File: src/rtl/core/lrr_pkg.sv
`timescale 1ns / 1ps

package lrr_pkg;

    localparam int unsigned QUEUE_DEPTH = 2;

    // step constants: q = m / a, and a * q + r = m
    localparam logic [16:0] SCH_Q = 17'd127773;
    localparam logic [14:0] LEH_A = 15'd16807;
    localparam logic [30:0] LEH_M = 31'h7FFF_FFFF;

    // floor(2^48 / q), quotient estimate is then exact or one low
    localparam logic [63:0] SCH_RECIP64 = (64'd1 << 48) / 64'd127773;
    localparam logic [31:0] SCH_RECIP   = SCH_RECIP64[31:0];

    localparam int unsigned DIV_STEPS = 32;
    localparam logic [4:0]  DIV_LAST  = 5'(DIV_STEPS - 1);

    // argument count codes, three is taken as two
    localparam logic [1:0] ARGC_NONE = 2'd0;
    localparam logic [1:0] ARGC_ONE  = 2'd1;

    // register index, taken from address bit 2
    localparam logic REG_SEED = 1'b0;

    typedef struct packed {
        logic        valid;
        logic [31:0] offset;
        logic [31:0] span;
    } t_job;

    typedef struct packed {
        logic        load;
        logic [31:0] value;
    } t_seed_load;

    typedef enum logic [2:0] {
        BK_IDLE,
        BK_MUL,
        BK_QUOT,
        BK_CORR,
        BK_STEP,
        BK_DIV,
        BK_DONE
    } t_back_state;

endpackage

File: src/rtl/core/lrr_front.sv
`timescale 1ns / 1ps

module lrr_front (
    input  logic          i_valid,
    input  logic          i_full,
    input  logic [1:0]    i_arg_count,
    input  logic [31:0]   i_first_arg,
    input  logic [31:0]   i_second_arg,
    output logic          o_ready,
    output logic          o_push,
    output lrr_pkg::t_job o_job
);
    import lrr_pkg::*;

    logic [31:0] w_offset;
    logic [31:0] w_span;
    logic        w_has_args;

    always_comb begin
        w_has_args = 1'b1;
        w_offset   = 32'd0;
        w_span     = 32'd0;
        case (i_arg_count)
            ARGC_NONE: begin
                w_has_args = 1'b0;
            end
            ARGC_ONE: begin
                w_span = i_first_arg;
            end
            default: begin
                w_offset = i_first_arg;
                w_span   = i_second_arg - i_first_arg;
            end
        endcase
    end

    // a span that is zero or has bit 31 set draws nothing
    assign o_job.valid  = w_has_args && (w_span != 32'd0) && !w_span[31];
    assign o_job.offset = w_offset;
    assign o_job.span   = w_span;

    assign o_ready = !i_full;
    assign o_push  = i_valid && !i_full;

endmodule

File: src/rtl/core/lrr_queue.sv
`timescale 1ns / 1ps

module lrr_queue #(
    parameter int unsigned DEPTH = lrr_pkg::QUEUE_DEPTH
) (
    input  logic          i_clk,
    input  logic          i_rst_n,
    input  logic          i_push,
    input  lrr_pkg::t_job i_job,
    input  logic          i_pop,
    output lrr_pkg::t_job o_job,
    output logic          o_full,
    output logic          o_empty
);
    import lrr_pkg::*;

    localparam int unsigned PTR_W = $clog2(DEPTH);
    localparam int unsigned CNT_W = $clog2(DEPTH + 1);
    localparam logic [PTR_W-1:0] PTR_LAST = PTR_W'(DEPTH - 1);

    t_job             r_mem [DEPTH];
    logic [PTR_W-1:0] r_wptr;
    logic [PTR_W-1:0] r_rptr;
    logic [CNT_W-1:0] r_count;
    logic [PTR_W-1:0] n_wptr;
    logic [PTR_W-1:0] n_rptr;
    logic [CNT_W-1:0] n_count;

    always_comb begin
        n_wptr  = r_wptr;
        n_rptr  = r_rptr;
        n_count = r_count;
        if (i_push) begin
            n_wptr = (r_wptr == PTR_LAST) ? '0 : r_wptr + 1'b1;
        end
        if (i_pop) begin
            n_rptr = (r_rptr == PTR_LAST) ? '0 : r_rptr + 1'b1;
        end
        if (i_push && !i_pop) begin
            n_count = r_count + 1'b1;
        end else if (!i_push && i_pop) begin
            n_count = r_count - 1'b1;
        end
    end

    always_ff @(posedge i_clk) begin
        if (!i_rst_n) begin
            r_wptr  <= '0;
            r_rptr  <= '0;
            r_count <= '0;
        end else begin
            r_wptr  <= n_wptr;
            r_rptr  <= n_rptr;
            r_count <= n_count;
        end
    end

    always_ff @(posedge i_clk) begin
        if (i_push) begin
            r_mem[r_wptr] <= i_job;
        end
    end

    assign o_job   = r_mem[r_rptr];
    assign o_full  = (r_count == CNT_W'(DEPTH));
    assign o_empty = (r_count == '0);

endmodule

File: src/rtl/core/lrr_back.sv
`timescale 1ns / 1ps

module lrr_back (
    input  logic                i_clk,
    input  logic                i_rst_n,
    input  lrr_pkg::t_seed_load i_seed,
    input  lrr_pkg::t_job       i_job,
    input  logic                i_empty,
    output logic                o_pop,
    input  logic                i_m_ready,
    output logic                o_m_valid,
    output logic [31:0]         o_m_value,
    output logic                o_m_flag
);
    import lrr_pkg::*;

    t_back_state        r_state;
    t_back_state        n_state;
    logic [31:0]        r_gen;
    logic [31:0]        r_offset;
    logic [31:0]        r_span;
    logic               r_res_valid;
    logic [31:0]        r_abs;
    logic               r_neg;
    logic [15:0]        r_k0;
    logic signed [48:0] r_ax;
    logic [32:0]        r_krem;
    logic signed [16:0] r_k;
    logic [31:0]        r_div;
    logic [31:0]        r_rem;
    logic [4:0]         r_cnt;
    logic               r_m_valid;
    logic [31:0]        r_m_value;
    logic               r_m_flag;

    logic               w_out_load;
    logic [63:0]        w_prod;
    logic [32:0]        w_kq;
    logic [15:0]        w_kmag;
    logic signed [48:0] w_km;
    logic signed [48:0] w_n;
    logic signed [48:0] w_nadj;
    logic [31:0]        w_trial;

    // next state
    always_comb begin
        n_state = r_state;
        unique case (r_state)
            BK_IDLE: begin
                if (!i_empty) begin
                    n_state = i_job.valid ? BK_MUL : BK_DONE;
                end
            end
            BK_MUL:  n_state = BK_QUOT;
            BK_QUOT: n_state = BK_CORR;
            BK_CORR: n_state = BK_STEP;
            BK_STEP: n_state = BK_DIV;
            BK_DIV: begin
                if (r_cnt == DIV_LAST) begin
                    n_state = BK_DONE;
                end
            end
            BK_DONE: begin
                if (w_out_load) begin
                    n_state = BK_IDLE;
                end
            end
            default: n_state = BK_IDLE;
        endcase
    end

    // state outputs
    always_comb begin
        o_pop      = (r_state == BK_IDLE) && !i_empty;
        w_out_load = (r_state == BK_DONE) && (!r_m_valid || i_m_ready);
    end

    always_ff @(posedge i_clk) begin
        if (!i_rst_n) begin
            r_state <= BK_IDLE;
        end else begin
            r_state <= n_state;
        end
    end

    // k = trunc(seed / q) from |seed| * floor(2^48/q), then one correction
    assign w_prod = 64'(r_abs) * 64'(SCH_RECIP);
    assign w_kq   = 33'(r_k0) * 33'(SCH_Q);
    assign w_kmag = r_k0 + 16'(r_krem >= 33'(SCH_Q));

    // a*(x - k*q) - r*k is a*x - k*m
    assign w_km   = (49'(r_k) <<< 31) - 49'(r_k);
    assign w_n    = r_ax - w_km;
    assign w_nadj = w_n[48] ? (w_n + 49'(LEH_M)) : w_n;

    // restoring remainder, span stays below 2^31
    assign w_trial = {r_rem[30:0], r_div[31]};

    always_ff @(posedge i_clk) begin
        if (!i_rst_n) begin
            r_gen <= 32'd0;
        end else if (i_seed.load) begin
            r_gen <= i_seed.value;
        end else if (r_state == BK_STEP) begin
            r_gen <= w_nadj[31:0];
        end
    end

    always_ff @(posedge i_clk) begin
        case (r_state)
            BK_IDLE: begin
                if (!i_empty) begin
                    r_offset    <= i_job.valid ? i_job.offset : 32'd0;
                    r_span      <= i_job.span;
                    r_res_valid <= i_job.valid;
                    r_rem       <= 32'd0;
                    r_abs       <= r_gen[31] ? (~r_gen + 32'd1) : r_gen;
                    r_neg       <= r_gen[31];
                end
            end
            BK_MUL: begin
                r_k0 <= w_prod[63:48];
                r_ax <= 49'($signed(r_gen)) * 49'($signed({1'b0, LEH_A}));
            end
            BK_QUOT: begin
                r_krem <= 33'(r_abs) - w_kq;
            end
            BK_CORR: begin
                r_k <= r_neg ? -17'(w_kmag) : 17'(w_kmag);
            end
            BK_STEP: begin
                r_div <= w_nadj[31:0];
                r_rem <= 32'd0;
                r_cnt <= '0;
            end
            BK_DIV: begin
                r_rem <= (w_trial >= r_span) ? (w_trial - r_span) : w_trial;
                r_div <= {r_div[30:0], 1'b0};
                r_cnt <= r_cnt + 5'd1;
            end
            default: begin
            end
        endcase
    end

    // output register, next draw may start while this word waits
    always_ff @(posedge i_clk) begin
        if (!i_rst_n) begin
            r_m_valid <= 1'b0;
        end else if (w_out_load) begin
            r_m_valid <= 1'b1;
        end else if (i_m_ready) begin
            r_m_valid <= 1'b0;
        end
    end

    always_ff @(posedge i_clk) begin
        if (w_out_load) begin
            r_m_value <= r_offset + r_rem;
            r_m_flag  <= r_res_valid;
        end
    end

    assign o_m_valid = r_m_valid;
    assign o_m_value = r_m_value;
    assign o_m_flag  = r_m_flag;

endmodule

File: src/rtl/core/lehmer_random_in_range_core.sv
`timescale 1ns / 1ps
// channel   dir  handshake             payload
// s_axis    in   tvalid/tready         tdata: first_arg, second_arg; tuser: arg_count
// m_axis    out  tvalid/tready         tdata: rand_value; tuser: rand_valid
// apb       in   psel/penable/pready   seed_value at byte address 0
//
// a draw runs through the queue pop, the quotient estimate (reciprocal
// multiply and correction), the seed update, the bit-serial remainder unit and
// the output load; a request that draws nothing goes from the pop straight to
// the output load. items are handled one at a time by the back end; a two-word
// queue in front takes up to two more words while a draw runs, then drops tready.
// a stalled output word holds the back end in its final cycle. reset is
// synchronous and loads the seed with zero.

module lehmer_random_in_range_core #(
    parameter int unsigned QUEUE_DEPTH = lrr_pkg::QUEUE_DEPTH
) (
    input  logic        i_clk,
    input  logic        i_rst_n,
    input  logic        i_s_axis_tvalid,
    output logic        o_s_axis_tready,
    input  logic [63:0] i_s_axis_tdata,   // first_arg [31:0], second_arg [63:32]
    input  logic [1:0]  i_s_axis_tuser,   // arg_count [1:0]
    output logic        o_m_axis_tvalid,
    input  logic        i_m_axis_tready,
    output logic [31:0] o_m_axis_tdata,   // rand_value [31:0]
    output logic [0:0]  o_m_axis_tuser,   // rand_valid [0]
    input  logic        i_psel,
    input  logic        i_penable,
    input  logic        i_pwrite,
    input  logic [2:0]  i_paddr,
    input  logic [31:0] i_pwdata,
    output logic [31:0] o_prdata,
    output logic        o_pready
);
    import lrr_pkg::*;

    logic [31:0] r_seed_value;
    t_seed_load  w_seed;
    t_job        w_push_job;
    t_job        w_pop_job;
    logic        w_push;
    logic        w_pop;
    logic        w_full;
    logic        w_empty;
    logic        w_flag;

    assign o_pready     = 1'b1;
    assign w_seed.load  = i_psel && i_penable && i_pwrite && o_pready
                          && (i_paddr[2] == REG_SEED);
    assign w_seed.value = i_pwdata;

    always_ff @(posedge i_clk) begin
        if (!i_rst_n) begin
            r_seed_value <= 32'd0;
        end else if (w_seed.load) begin
            r_seed_value <= i_pwdata;
        end
    end

    assign o_prdata = r_seed_value;

    lrr_front u_front (
        .i_valid      (i_s_axis_tvalid),
        .i_full       (w_full),
        .i_arg_count  (i_s_axis_tuser),
        .i_first_arg  (i_s_axis_tdata[31:0]),
        .i_second_arg (i_s_axis_tdata[63:32]),
        .o_ready      (o_s_axis_tready),
        .o_push       (w_push),
        .o_job        (w_push_job)
    );

    lrr_queue #(
        .DEPTH (QUEUE_DEPTH)
    ) u_queue (
        .i_clk   (i_clk),
        .i_rst_n (i_rst_n),
        .i_push  (w_push),
        .i_job   (w_push_job),
        .i_pop   (w_pop),
        .o_job   (w_pop_job),
        .o_full  (w_full),
        .o_empty (w_empty)
    );

    lrr_back u_back (
        .i_clk     (i_clk),
        .i_rst_n   (i_rst_n),
        .i_seed    (w_seed),
        .i_job     (w_pop_job),
        .i_empty   (w_empty),
        .o_pop     (w_pop),
        .i_m_ready (i_m_axis_tready),
        .o_m_valid (o_m_axis_tvalid),
        .o_m_value (o_m_axis_tdata),
        .o_m_flag  (w_flag)
    );

    assign o_m_axis_tuser = w_flag;

endmodule

File: config.mk
export PLATFORM = sky130hd
export DESIGN_NAME = lehmer_random_in_range_core
export DESIGN_NICKNAME = d
export VERILOG_FILES = /design/src/rtl/core/lrr_pkg.sv /design/src/rtl/core/lrr_front.sv /design/src/rtl/core/lrr_queue.sv /design/src/rtl/core/lrr_back.sv /design/src/rtl/core/lehmer_random_in_range_core.sv
export SDC_FILE = /design/constraint.sdc
export NUM_CORES = 2
export LEC_CHECK = 0
export BUFFER_PORTS_ARGS = -buffer_cell sky130_fd_sc_hd__buf_4
export CAP_MARGIN = 10
export CORE_ASPECT_RATIO = 1.2
export CORE_MARGIN = 2
export CORE_UTILIZATION = 48
export DETAILED_ROUTE_END_ITERATION = 6
export SLEW_MARGIN = 25
export SYNTH_ARGS = -nofsm -noshare
export SYNTH_HDL_FRONTEND = slang
export SYNTH_SLANG_ARGS = --single-unit
File: constraint.sdc
create_clock -name i_clk -period 10.2 [get_ports i_clk]
set_input_delay 0.51 -clock i_clk [delete_from_list [all_inputs] [get_ports i_clk]]
set_output_delay 0.51 -clock i_clk [all_outputs]
set_load 0.03 [all_outputs]
# == Word-level counts from Yosys, hierarchy flattened ==
# Memory sizes are Yosys's and may differ from the RTL's. A register that Yosys moved wholly into a read port is not among the register bits.
# Index checks and enable logic that the tools add are counted.
# classes
n_mul,3
order_cmp,2
n_div,0
eq_ne,12
n_mux,28
add_sub_neg,15
n_shift,0
bitwise_logic,3
n_reduce_logical,30
# ops
operator,count
$mux 32,6
$pmux 32 s2,2
$pmux 32 s3,1
$sub 32x32->32,2
$mul 32x31->63 const B,1
$sub 48x17->49,1
$sub 49x49->49,1
$mul 32x16->48 const B,1
$ge 33x17->1 const B,1
$mul 16x17->33 const B,1
$sub 32x33->33,1
$add 32x1->32 const B,1
$add 32x31->32 const B,1
$add 32x32->32,1
$ge 32x32->1,1
$not 32->32,1
$reduce_bool 32->1,1
$mux 31,1
$pmux 3 s7,1
$neg 16->17,1
$add 16x1->16,1
$mux 16,1
$mux 3,4
$logic_and 1x1->1,10
25 further kinds,50
# word_totals
wordCells,117
regBits,387
latch_bits,0
in_bits,108
romBits,0
memories,1
output_inout_bits,68
ram_bits,130
# memory_table
memory,words,width,read_ports,rd_ports_with_merged_regs,wr,line_no,text
u_queue.r_mem,2,65,1,1,1,lrr_queue.sv:21,t_job r_mem [DEPTH];

# == Depth between registers and ports, before layout ==
# logic_depth
depth_word,7
ltp_mapped,26
ltp_nobuf,26

# == Modules after synthesis ==
# A second synthesis with hierarchy kept.
# unflattened
cells_unflattened,5907
area_unflattened_um2,60145.2
# by_module_without_submodules
module,seq_area_each_um2,area_per_inst_um2,cells_per_inst,instances
lrr_back,10149.7,51398.0,5158,1
lrr_queue,4003.8,4923.5,224,1
lrr_front,0.0,2494.9,383,1
lehmer_random_in_range_core,640.6,1328.8,142,1

# == Worst setup path after synthesis ==
# Ideal clock, no wire load.
# synth_path
path_kind,register -> register
from,register u_back.r_abs[16]
to,"register u_back.r_k0[15], data pin"
path_stages_with_launch,26
setup_time_ns,0.260
required_ns,9.940
setup_slack_ns,3.030
path_buffers,0
arrival_time_ns,6.910
period_less_slack_ns,7.170
path_cell_list,edfxtp_1 -> fa_1 -> ha_1 -> inv_1 -> fa_1 -> inv_1 -> fa_1 -> fa_1 -> fa_1 -> fa_1 -> inv_1 -> fa_1 -> inv_1 -> ha_1 -> a21oi_1 -> o22ai_1 -> o21ai_0 -> nand3b_1 -> a221o_1 -> a31oi_1 -> o21ai_0 -> a21oi_1 -> a21boi_0 -> o31a_1 -> o21ai_0 -> nand2b_1
# synth_via
elab_chain_cells,1
# synth_lines
element,line_no,text
from (decl),lrr_back.sv:23,logic [31:0] r_abs;
from (signal assigned),lrr_back.sv:117,r_abs <= r_gen[31] ? (~r_gen + 32'd1) : r_gen;
$mul 32x31->63,lrr_back.sv:87,assign w_prod = 64'(r_abs) * 64'(SCH_RECIP);
via u_back.w_prod[63],lrr_back.sv:37,logic [63:0] w_prod;
to (signal assigned),lrr_back.sv:122,r_k0 <= w_prod[63:48];
to (decl),lrr_back.sv:25,logic [15:0] r_k0;
# The timed path passes the listed nets, and every way through them passes these cells.
# A chain may end at the register's enable or synchronous reset.

# == Worst setup path after layout ==
# layout_path
from,register u_back.r_abs[6]
to,"register u_back.r_k0[15], data pin"
# Same word-level chain as after synthesis.

==> impl_metrics.csv <==
group,metric,value,unit
status,outcome,"finished, final reports clean",
global_route,track_usage,0.236,
detailed_routing,via_per_inst,5.19,
clock_network,clk_pin_slew,70,ps
detailed_routing,ant_nets,0,
synth,synth-adder-area-share,0.426,
synth,synth.area.top_cells,"edfxtp_1 23%, fa_1 22%, ha_1 21%",
finish,final_nets,7682,
setup_path,cp-start-kind,"register",
synth,ys_ff_latch,517,
sta,fin_tns_setup,0,ps
setup_path,critPathMaxFanout,12,
clock_network,clock-sinks,517,
setup_path,path_cells,"fa_1 > ha_1 > ha_1 > fa_1 > fa_1 > fa_1 > fa_1 > inv_1 > fa_1 > inv_1 > ha_1 > a21o_1 > a21o_1 > a21o_1 > a22oi_1 > nand4_1 > a31oi_1 > o21ai_0 > a21oi_1 > a21boi_0 > o31a_1 > o21ai_0 > nand2b_1",
global_route,grt_pass1_wl,229000,um
sta,slew_violations,0,
global_route,grt_util_met3,0.0262,
global_route,antenna_found_initial,0,
setup_path,path_common_cell,"fa_1",
floorplanning,std_cell_rows,140,
synth,synth_edf_count,444,
clock_network,clk_root_buffer_cell,"clkbuf_16",
setup_path,cp_slowest_stage_delay,1030,ps
setup_path,worstPathRequired,10610,ps
clock_network,clk_latency,680,ps
setup_path,setup.worst_path.class,"register to register",
global_route,met1_usage,0.324,
setup_path,r2r_end,"u_back.r_k0[15]",
floorplanning,core-area,0.121,mm^2
setup_path,reg2reg_depth,23,
sta,setup_viol,0,
job,cap_violations,0,
clock_network,clk_path_buf_depth,3,
clock_network,cts_hold_buf,0,
place,pre_cts_ws,1590,ps
synth,synthFlopType,"edfxtp_1",
setup_path,r2r_slack,1600,ps
synth,yosys_warnings,0,
place,gp_congestion,0.911,
worst_hold_path,hold_depth,3,
finish,area_growth,9.13,%
synth,synthCells,5776,
sta,worstMarginPinSlew,1050,ps
detailed_routing,vias,39700,
detailed_routing,drtPass1Iterations,7,
floorplanning,die_w,323,um
place,post-dp-hpwl,119000,um
clock_network,tritoncts,"built",
floorplanning,die_y,387,um
synth,syn_area_per_cell,10.1,um^2
setup_path,r2r-start,"u_back.r_abs[6]",
sta,skew,71.0,ps
synth,synthArstFlopShare,0,
sta,fmax,116,MHz
sta,slew_headroom,0.302,
finish,drive_above_1_share,0.0642,
detailed_routing,wl,143000,um
synth,yosys.area.top_type_share,0.228,
global_route,met2_usage,0.393,
detailed_routing,wl_per_cell,18.7,um
sta,rsz0062_at_grt,"false",
synth,seq_area_frac_synth,0.253,
worst_hold_path,hold_end,"o_prdata[21]",
clock_network,postCtsSetupBuffers,0,
synth,synth_top_family_by_area,"adder cells",
synth,ys_types,88,
detailed_routing,drtIter0Drc,1818,
synth,yosys.area.top_type,"edfxtp_1",
sta,setup_slack,1600,ps
floorplanning,io_pins,176,
synth,synth-compound-area-share,0.0948,
synth,synthXorXnorAreaFrac,0.0437,
sta,final.min_clock_period,8600,ps
synth,yosys.area_share.simple,0.0770,
finish,diodes,0,
setup_path,startpoint,"u_back.r_abs[6]",
place,port_buffers,172,
worst_hold_path,worstHoldPathType,"input pin to register",
clock_network,ctsResizeCount,0,
global_route,grt.overflow.total,0,
setup_path,worstPathArrival,9010,ps
floorplanning,die_area,0.125,mm^2
synth,muxShareOfSynthArea,0.0137,
synth,netlist_area,0.0585,mm^2
floorplanning,start_util,0.483,
sta,final_hold_viol_count,0,
clock_network,ctsHtreeMaxLevel,2,
global_route,grt-busiest-layer,"met2",
finish,nFillCells,11200,
global_route,grt_max_degree,78,
synth,syn_nets,7495,
setup_path,critPathCaptureType,"register",
detailed_routing,drcViolationCount,0,
clock_network,cts_buffers,56,
sta,post-route-period-util,0.844,
global_route,first_global_vias,41500,
worst_hold_path,hold_start,"i_pwdata[21]",
setup_path,crit_slowest_cell,"edfxtp_1",
-- kinds of logic (layout without fill, tap and decap cells) --
logic type / after synthesis / after routing
AO/OA/AOI/OAI: 865 / 865
flip-flops: 517 / 517
XOR/XNOR: 292 / 292
other: 1 / 1
multiplexers: 76 / 76
adder cells (fa/ha/maj): 1611 / 1611
AND/OR/NAND/NOR: 977 / 977
buffers and inverters: 1437 / 1672
-- metrics by stage --
stage / utilization / hold slack [ps] / instances / instance area [um^2]
final: 0.527 / 104 / 7644 / 63900
after global routing: 0.527 / 100 / 7644 / 63900
after CTS: 0.527 / 65.8 / 7643 / 63900
after detailed placement: 0.511 / 405 / 7537 / 61900
after global placement: 0.511 / 439 / 7537 / 61900
after floorplan: - / 400 / 5776 / 58500
-- Yosys cell counts (all sizes together), types with 40 or more instances --
| cell | instances |
|---|---|
| nor3 | 46 |
| mux2i | 41 |
| fa | 634 |
| nand3 | 74 |
| nor2 | 312 |
| clkbuf | 79 |
| o21ai | 162 |
| edfxtp | 444 |
| a21o | 130 |
| ha | 977 |
| nand2 | 308 |
| inv | 1347 |
| dfxtp | 73 |
| xnor2 | 208 |
| o21a | 40 |
| a21oi | 290 |
| xor2 | 84 |
-- per-layer routing --
| layer | wire length [um] | vias to the layer above |
|---|---|---|
| met2 | 68300 | 740 |
| met5 | 0 | - |
| li1 | - | 19300 |
| met4 | 4350 | 0 |
| met3 | 5750 | 161 |
| met1 | 64700 | 19500 |
-- final cells by class --
type,count,area [um^2],share of cell area
clock buffer,63,1450,0.0227
timing repair buffer,218,1650,0.0258
multi-input combinational,3822,38400,0.601
tap,1633,2040,0.0320
inverter,1348,5060,0.0792
sequential,517,14800,0.232
clock inverter,43,487,0.00762
-- registers in the layout (all words and copies together), names as in the netlist, 2 cells and up, named ones only --
register	cells
u_queue.r_mem	130
u_back.r_ax	48
u_back.r_krem	33
o_prdata	32
u_back.o_m_value	32
u_back.r_abs	32
u_back.r_div	32
u_back.r_gen	32
u_back.r_offset	32
u_back.r_rem	32
u_back.r_span	32
u_back.r_k	17
u_back.r_k0	16
u_back.r_cnt	5
u_back.r_state	3
u_queue.r_count	2
-- critical path: cells and delay by family (launching register included) --
kind | cells | cell delay, ps
buf+inv | 2 | 100
compound gates | 10 | 2830
fa+ha+maj | 9 | 4040
flops | 1 | 1030
simple gates | 2 | 370
-- worst max path at each step --
stage / slack [ps] / to
global placement: 1710 / u_back.r_k0[15]
floorplan: 3030 / u_back.r_k0[15]
finish: 1600 / u_back.r_k0[15]
CTS: 1640 / u_back.r_k0[15]
detailed placement: 1590 / u_back.r_k0[15]
global route: 1130 / u_back.r_k0[15]
-- layout by cell type, fill, tap and decap left out, types with 38 or more instances in the layout --
master and instances:
a21o_1 130, a21oi_1 290, and3_1 38, buf_4 217, clkbuf_16 57, dfxtp_1 71
edfxtp_1 444, fa_1 634, ha_1 977, inv_1 1346, mux2i_1 40, nand2_1 307
nand3_1 74, nor2_1 310, nor3_1 45, o21a_1 40, o21ai_0 160, xnor2_1 208
xor2_1 84
Power is not shown: default switching activity piles up to over one toggle a cycle in this logic, so the estimate is an artifact.
